`config.mk`:
```
export PLATFORM = sky130hd
export DESIGN_NAME = held_key_tracker_with_pause_sequence
export DESIGN_NICKNAME = d
export VERILOG_FILES = /design/src/sv/hkt_pkg.sv /design/src/sv/hkt_ctrl.sv /design/src/sv/hkt_datapath.sv /design/src/sv/held_key_tracker_with_pause_sequence.sv
export SDC_FILE = /design/constraint.sdc
export NUM_CORES = 1
export LEC_CHECK = 0
export BUFFER_PORTS_ARGS = -buffer_cell sky130_fd_sc_hd__buf_2
export CAP_MARGIN = 30
export CORE_MARGIN = 2
export CORE_UTILIZATION = 30
export DETAILED_ROUTE_END_ITERATION = 16
export SLEW_MARGIN = 0
export SYNTH_ARGS = -nofsm -noshare
export SYNTH_HDL_FRONTEND = slang
export SYNTH_HIERARCHICAL = 1
export SYNTH_SLANG_ARGS = --single-unit
```
`constraint.sdc`:
```
create_clock -name clk -period 7 [get_ports clk]
set_input_delay 2.1 -clock clk [delete_from_list [all_inputs] [get_ports clk]]
set_output_delay 2.1 -clock clk [all_outputs]
set_load 0.01 [all_outputs]
```
`src/sv/hkt_pkg.sv`:
```
// Shared types and constants for the held-key tracker.
// No dependencies; imported by every module of the block.
`default_nettype none

package hkt_pkg;

    // Key range and bitmap geometry
    localparam int NUM_KEYS     = 256;
    localparam int KEYS_TRACKED = (NUM_KEYS < 256) ? NUM_KEYS : 256;
    localparam int NUM_WORDS    = (KEYS_TRACKED + 63) / 64;
    localparam int WORD_SLOTS   = 4;

    // Command codes
    localparam logic [1:0] CMD_PAUSE   = 2'd0;
    localparam logic [1:0] CMD_RECORD  = 2'd1;
    localparam logic [1:0] CMD_RELEASE = 2'd2;

    // Pause recogniser verdicts
    localparam logic [1:0] VERDICT_FOREIGN = 2'd0;
    localparam logic [1:0] VERDICT_SWALLOW = 2'd1;
    localparam logic [1:0] VERDICT_PAUSE   = 2'd2;

    // Recogniser steps
    localparam logic [1:0] STEP_IDLE      = 2'd0;
    localparam logic [1:0] STEP_CTRL_DN   = 2'd1;
    localparam logic [1:0] STEP_NUMLK_DN  = 2'd2;
    localparam logic [1:0] STEP_CTRL_UP   = 2'd3;

    // Scancodes of the Pause sequence
    localparam logic [7:0] SC_CTRL    = 8'h1D;
    localparam logic [7:0] SC_NUMLOCK = 8'h45;

    // Input transaction
    typedef struct packed {
        logic [1:0] cmd;
        logic [7:0] scancode;
        logic       extended1;
        logic       pressed;
        logic [7:0] key_code;
    } hkt_in_t;

    // Result transaction
    typedef struct packed {
        logic [1:0]  pause_verdict;
        logic        accepted;
        logic [1:0]  word_index;
        logic [63:0] held_mask;
        logic        last;
    } hkt_out_t;

    // Controller to datapath
    typedef struct packed {
        logic load;
        logic exec;
        logic dump;
    } hkt_cmd_t;

    // Datapath to controller
    typedef struct packed {
        logic last_word;
    } hkt_stat_t;

endpackage

`default_nettype wire

```
`src/sv/hkt_ctrl.sv`:
```
// Controller state machine for the held-key tracker.
// Depends on hkt_pkg; drives hkt_datapath through hkt_cmd_t.
`default_nettype none

module hkt_ctrl (
    input  wire logic              clk,
    input  wire logic              rst_n,
    input  wire logic              start,
    input  wire logic [1:0]        start_cmd,
    input  wire hkt_pkg::hkt_stat_t stat,
    output hkt_pkg::hkt_cmd_t      cmd,
    output logic                   busy
);
    import hkt_pkg::*;

    typedef enum logic [1:0] {
        ST_IDLE,
        ST_EXEC,
        ST_DUMP
    } state_t;

    state_t state_reg;
    state_t state_next;
    logic   busy_next;
    logic   busy_reg;

    // Next state
    always_comb
    begin
        state_next = state_reg;
        unique case (state_reg)
            ST_IDLE:
            begin
                if (start)
                begin
                    unique case (start_cmd) inside
                        CMD_PAUSE, CMD_RECORD: state_next = ST_EXEC;
                        CMD_RELEASE:           state_next = ST_DUMP;
                        default:               state_next = ST_IDLE;
                    endcase
                end
            end
            ST_EXEC:
            begin
                state_next = ST_IDLE;
            end
            ST_DUMP:
            begin
                if (stat.last_word)
                begin
                    state_next = ST_IDLE;
                end
            end
            default:
            begin
                state_next = ST_IDLE;
            end
        endcase
        busy_next = (state_next != ST_IDLE);
    end

    // State and busy flag
    always_ff @(posedge clk or negedge rst_n)
    begin
        if (!rst_n)
        begin
            state_reg <= ST_IDLE;
            busy_reg  <= 1'b0;
        end
        else
        begin
            state_reg <= state_next;
            busy_reg  <= busy_next;
        end
    end

    // Commands to the datapath
    always_comb
    begin
        cmd.load = (state_reg == ST_IDLE) && start;
        cmd.exec = (state_reg == ST_EXEC);
        cmd.dump = (state_reg == ST_DUMP);
    end

    assign busy = busy_reg;

endmodule

`default_nettype wire

```
`src/sv/hkt_datapath.sv`:
```
// Datapath: item register, Pause recogniser, held-key bitmap, result register.
// Depends on hkt_pkg; commanded by hkt_ctrl.
`default_nettype none

module hkt_datapath (
    input  wire logic              clk,
    input  wire logic              rst_n,
    input  wire hkt_pkg::hkt_in_t  item,
    input  wire hkt_pkg::hkt_cmd_t cmd,
    output hkt_pkg::hkt_stat_t     stat,
    output hkt_pkg::hkt_out_t      result,
    output logic                   valid
);
    import hkt_pkg::*;

    localparam logic [8:0] KEY_LIMIT = 9'(KEYS_TRACKED);
    localparam logic [1:0] LAST_IDX  = 2'(NUM_WORDS - 1);

    hkt_in_t     item_reg;
    logic [1:0]  step_reg;
    logic [1:0]  step_next;
    logic [63:0] held_reg [WORD_SLOTS];
    logic [63:0] held_next [WORD_SLOTS];
    logic [1:0]  cnt_reg;
    logic [1:0]  cnt_next;
    hkt_out_t    result_reg;
    hkt_out_t    result_next;
    logic        valid_reg;
    logic        valid_next;

    logic [1:0]  rd_idx;
    logic [63:0] rd_word;
    logic [63:0] bit_mask;
    logic        key_ok;
    logic        bit_set;
    logic [1:0]  verdict;
    logic [1:0]  step_after;
    logic        rec_ok;

    // Bitmap read port: dump walks the counter, record uses the key's word
    always_comb
    begin
        rd_idx   = cmd.dump ? cnt_reg : item_reg.key_code[7:6];
        rd_word  = held_reg[rd_idx];
        bit_mask = 64'd1 << item_reg.key_code[5:0];
        bit_set  = |(rd_word & bit_mask);
        key_ok   = ({1'b0, item_reg.key_code} < KEY_LIMIT);
        rec_ok   = key_ok && (item_reg.pressed ? !bit_set : bit_set);
    end

    assign stat.last_word = (cnt_reg == LAST_IDX);

    // Pause recogniser; a broken sequence falls back to idle as foreign
    always_comb
    begin
        verdict    = VERDICT_FOREIGN;
        step_after = STEP_IDLE;
        unique case (step_reg)
            STEP_IDLE:
            begin
                if (item_reg.extended1 && item_reg.scancode == SC_CTRL && item_reg.pressed)
                begin
                    verdict    = VERDICT_SWALLOW;
                    step_after = STEP_CTRL_DN;
                end
            end
            STEP_CTRL_DN:
            begin
                if (item_reg.scancode == SC_NUMLOCK && item_reg.pressed)
                begin
                    verdict    = VERDICT_SWALLOW;
                    step_after = STEP_NUMLK_DN;
                end
            end
            STEP_NUMLK_DN:
            begin
                if (item_reg.scancode == SC_CTRL && !item_reg.pressed)
                begin
                    verdict    = VERDICT_SWALLOW;
                    step_after = STEP_CTRL_UP;
                end
            end
            STEP_CTRL_UP:
            begin
                if (item_reg.scancode == SC_NUMLOCK && !item_reg.pressed)
                begin
                    verdict    = VERDICT_PAUSE;
                    step_after = STEP_IDLE;
                end
            end
            default:
            begin
                verdict    = VERDICT_FOREIGN;
                step_after = STEP_IDLE;
            end
        endcase
    end

    // Next-state of the datapath registers
    always_comb
    begin
        step_next   = step_reg;
        held_next   = held_reg;
        cnt_next    = cnt_reg;
        result_next = result_reg;
        valid_next  = 1'b0;

        if (cmd.load)
        begin
            cnt_next = 2'd0;
        end

        if (cmd.exec)
        begin
            valid_next                = 1'b1;
            result_next.pause_verdict = VERDICT_FOREIGN;
            result_next.accepted      = 1'b0;
            result_next.word_index    = 2'd0;
            result_next.held_mask     = 64'd0;
            result_next.last          = 1'b1;
            if (item_reg.cmd == CMD_PAUSE)
            begin
                result_next.pause_verdict = verdict;
                step_next                 = step_after;
            end
            else
            begin
                result_next.accepted = rec_ok;
                if (rec_ok)
                begin
                    held_next[rd_idx] = rd_word ^ bit_mask;
                end
            end
        end

        // Release all: report one word per cycle and clear it
        if (cmd.dump)
        begin
            valid_next                = 1'b1;
            result_next.pause_verdict = VERDICT_FOREIGN;
            result_next.accepted      = 1'b0;
            result_next.word_index    = cnt_reg;
            result_next.held_mask     = rd_word;
            result_next.last          = stat.last_word;
            held_next[rd_idx]         = 64'd0;
            cnt_next                  = cnt_reg + 2'd1;
            step_next                 = STEP_IDLE;
        end
    end

    // Item and result registers (payload, no reset)
    always_ff @(posedge clk)
    begin
        if (cmd.load)
        begin
            item_reg <= item;
        end
        result_reg <= result_next;
    end

    // Control state and bitmap
    always_ff @(posedge clk or negedge rst_n)
    begin
        if (!rst_n)
        begin
            step_reg  <= STEP_IDLE;
            cnt_reg   <= 2'd0;
            valid_reg <= 1'b0;
            for (int i = 0; i < WORD_SLOTS; i++)
            begin
                held_reg[i] <= 64'd0;
            end
        end
        else
        begin
            step_reg  <= step_next;
            cnt_reg   <= cnt_next;
            valid_reg <= valid_next;
            held_reg  <= held_next;
        end
    end

    assign result = result_reg;
    assign valid  = valid_reg;

endmodule

`default_nettype wire

```
`src/sv/held_key_tracker_with_pause_sequence.sv`:
```
// Top level of the held-key tracker with Pause-sequence recogniser.
// Depends on hkt_pkg, hkt_ctrl and hkt_datapath.
//
// Channel   Direction  Handshake                 Payload
// item      in         start & !busy accepts     hkt_in_t
// result    out        valid, one cycle, no hold hkt_out_t
//
// A pause check or key record captures the item, evaluates it in the EXEC state,
// and shows the result in the cycle after. Release-all captures the item, then
// reports and clears the bitmap words in turn (NUM_WORDS), walking the bitmap
// through its single read port. Unused command 3 is dropped on accept.
// Asynchronous active-low reset clears the bitmap and the recogniser at once.
// The receiver cannot stall; each result is valid for exactly one cycle.
`default_nettype none

module held_key_tracker_with_pause_sequence (
    input  wire logic             clk,
    input  wire logic             rst_n,
    input  wire logic             start,
    output logic                  busy,
    input  wire hkt_pkg::hkt_in_t item,
    output hkt_pkg::hkt_out_t     result,
    output logic                  valid
);
    import hkt_pkg::*;

    hkt_cmd_t  dp_cmd;
    hkt_stat_t dp_stat;

    // Sequencer
    hkt_ctrl u_ctrl (
        .clk       (clk),
        .rst_n     (rst_n),
        .start     (start),
        .start_cmd (item.cmd),
        .stat      (dp_stat),
        .cmd       (dp_cmd),
        .busy      (busy)
    );

    // Bitmap, recogniser and result register
    hkt_datapath u_datapath (
        .clk    (clk),
        .rst_n  (rst_n),
        .item   (item),
        .cmd    (dp_cmd),
        .stat   (dp_stat),
        .result (result),
        .valid  (valid)
    );

endmodule

`default_nettype wire
```
==> results.py <==
metrics = {
    "synth": {
        "synth_top_cell_by_area": "dfrtp_1",
        "muxShareOfSynthArea_pct": 22.4,
        "synth_simple_gate_area_share_pct": 17.3,
        "async_reset_ff_share_pct": 74.6,
        "synthTopCellsByArea": "dfrtp_1 (36%), mux2i_1 (14%), edfxtp_1 (14%)",
        "syn-num-nets": 1712,
        "synth_compound_area_share_pct": 0.487,
        "syn_area_per_cell_sq_um": 11.2,
        "synth_edf_count": 87,
        "ys_seq_elements": 354,
        "synth_xor_xnor_area_share_pct": 0.0480,
        "synth_cell_type_count": 38,
        "synth_cells": 1624,
        "synth_area_sq_um": 18200,
        "seq_area_frac_synth_pct": 50.9,
        "yosys_warnings": 6,
        "synth_top_area_share_pct": 36.2,
        "synthAdderAreaFrac_pct": 4.46,
        "synth_top_family_by_area": "multiplexers",
        "synthFlopType": "dfrtp_1",
    },
    "sta": {
        "hold_viol": 0,
        "tightest_slew_ps": 988,
        "timing.fmax_mhz": 168,
        "fin_crit_sh_pct": 85.1,
        "period_needed_ps": 5950,
        "rsz0062_at_grt": "no",
        "slew_violations": 0,
        "clock_skew_ps": 21.7,
        "tns_ps": 0,
        "slew_headroom_pct": 32.7,
        "setup_viol": 0,
    },
    "place": {
        "place_hpwl_um": 30700,
        "gp_congestion": 0.793,
        "place_area_sq_um": 19300,
        "port_buffers": 94,
    },
    "floorplan": {
        "dieArea_sq_um": 62800,
        "io_pins": 95,
        "die_x_um": 251,
        "row_count": 90,
        "core_area_sq_um": 60200,
        "start_util_pct": 30.3,
        "die-height_um": 251,
    },
    "worst_setup_path": {
        "worst_ep_arrival_time_ps": 6410,
        "crit_path_start": "u_ctrl/state_reg[0]$_DFF_PN0_",
        "r2r-start": "u_ctrl/state_reg[0]$_DFF_PN0_",
        "r2r_slack_ps": 1050,
        "endpoint": "u_datapath/held_reg[106]$_DFF_PN0_",
        "crit_type": "reg2reg",
        "r2r_cells": 11,
        "worstPathMaxFanout": 40,
        "critPathCaptureType": "flop",
        "r2r-end": "u_datapath/held_reg[106]$_DFF_PN0_",
        "crit_path_start_kind": "flop",
        "worstPathRequired_ps": 7460,
    },
    "clocking": {
        "hold_buffers": 0,
        "path_clk_slew_ps": 60,
        "numCtsBuffers": 40,
        "cts.path.max_buffers": 3,
        "htree_levels": 2,
        "clock-root-buffer": "clkbuf_16",
        "cts_sinks": 354,
        "cts_setup_buffers": 0,
        "cts-resized-gates": 0,
        "cts_tree": "yes",
        "worstSkewPairLatency_ps": 570,
    },
    "power_and_ir_drop": {
        "max-vdd-ir-drop_mv": 0.155,
        "total_leakage_power_nw": 8.25,
        "p_per_area_nw_per_um2": 284,
    },
    "layout": {
        "largest_register_ff_count": 256,
        "fin_nets": 1759,
        "fin_area_sq_um": 20500,
        "multi_input_area_sq_um": 8250,
        "antenna_cells": 0,
        "n_fill_cell": 5917,
        "drive_gt1_share_pct": 15.0,
        "syn_to_final_growth_pct": 12.6,
        "fin_util_pct": 34.1,
        "final-seq-area_sq_um": 9280,
    },
    "detailed_routing": {
        "drc": 0,
        "wl_per_cell_um": 19.8,
        "drt-initial-drc-count": 924,
        "via_per_inst": 5.01,
        "first_pass_iters": 5,
        "wl_um": 49300,
        "drtAntennaViolNets": 0,
        "dr_total_vias": 12500,
    },
    "global_routing": {
        "grt_pass1_wl_um": 76900,
        "grt_max_degree": 154,
        "grt-ovfl-total": 0,
        "antenna_found_initial": 0,
        "grt_usage_pct": 15.7,
        "grt_pass1_vias": 13000,
    },
    "min_path": {
        "hold_class": "reg2reg",
    },
    "status": {
        "status": "finished clean",
    },
    "flow_run": {
        "maxCapViolations": 0,
    },
}
==> per-stage QoR <==
stage,power [mW],worst slack [ps],instances,hold WS (ps)
2_1_floorplan,3.33,3030,1624,473
3_3_place_gp,3.87,1120,2409,461
3_5_place_dp,3.91,1080,2410,455
4_1_cts,5.93,1000,2484,465
5_1_grt,6.12,804,2485,508
6_report,5.84,1050,2485,464
==> kinds of logic (layout without fill, tap and decap cells) <==
logic type	Yosys count	after routing
compound gates	14	14
xor+xnor	1	1
mux	328	328
fa+ha+maj	65	65
flops	354	354
simple gates	742	742
buf+inv	120	199
==> cells in the mapped netlist (2+ instances only) <==
master,n
buf_2,14
buf_8,18
nand3b_1,5
nor2_1,76
or2_2,3
a21oi_1,5
edfxtp_1,87
dfrtp_1,264
nor3_1,3
buf_6,3
dfxtp_1,3
nand2b_1,12
o21ai_0,3
nor4bb_1,2
nor4_1,16
and2_1,67
clkbuf_1,75
a22oi_1,2
inv_1,3
nand4_1,5
nor2b_1,9
mux4_2,64
buf_12,7
or3_1,2
ha_1,65
nand2_1,530
mux2i_1,262
nand3_1,9
==> cell usage in the layout (no fill, tap or decap), types with 4 or more instances in the layout <==
cell type and instances:
a21oi_1 5, and2_1 67, buf_12 5, buf_2 93
buf_4 21, clkbuf_1 13, clkbuf_16 41, clkinv_1 8
clkinv_2 6, dfrtp_1 264, edfxtp_1 87, ha_1 65
mux2i_1 258, mux2i_4 4, mux4_2 64, nand2_1 528
nand2b_1 10, nand3_1 9, nand3b_1 5, nand4_1 5
nor2_1 75, nor2b_1 8, nor4_1 16
==> worst max-delay path, stage by stage (launching register included) <==
cell and delay, ps:
dfrtp_1 460, nor2b_4 230, mux2i_4 850, buf_4 430, mux4_2 390, ha_1 250, nor4_1 710, nand4_1 400
nor4_4 730, mux2i_4 340, buf_4 710, mux2i_1 320
==> layer usage <==
metal	wire length (um)	global-route usage, %	vias up
met1	22100	21.3	6399
met3	2480	2.20	78
met5	0	0	-
met2	23500	26.0	329
li1	-	-	5644
met4	1240	5.13	0
==> worst min path at each step <==
stage | end | from | cells after the start | slack, ps
after floorplan | u_ctrl/busy$_DFF_PN0_ | u_ctrl/state_reg[0]$_DFF_PN0_ | 1 | 470
after global placement | u_datapath/result[68]$_SDFFE_PP0P_ | u_datapath/result[68]$_SDFFE_PP0P_ | 2 | 460
after detailed placement | u_datapath/result[68]$_SDFFE_PP0P_ | u_datapath/result[68]$_SDFFE_PP0P_ | 2 | 450
after CTS | u_datapath/result[68]$_SDFFE_PP0P_ | u_datapath/result[68]$_SDFFE_PP0P_ | 2 | 460
after global routing | u_datapath/result[68]$_SDFFE_PP0P_ | u_datapath/result[68]$_SDFFE_PP0P_ | 2 | 510
final | u_datapath/result[68]$_SDFFE_PP0P_ | u_datapath/result[68]$_SDFFE_PP0P_ | 2 | 460
==> area by class of cell <==
type	instances	share of cell area, %
inverters	3	0.0548
clock buffers	55	5.30
well taps	782	4.77
multi-input cells	1150	40.2
repair buffers	122	3.86
flip-flops and latches	354	45.2
clock inverters	19	0.622
==> report_power, final <==
group	total (mW)	internal, mW	leakage [nW]	switching [mW]
Clock	2.00	1.13	0.598	0.868
Sequential	2.49	2.38	4.55	0.109
Combinational	1.35	0.420	3.10	0.928
No activity file was read; power rests on OpenSTA's default activity.
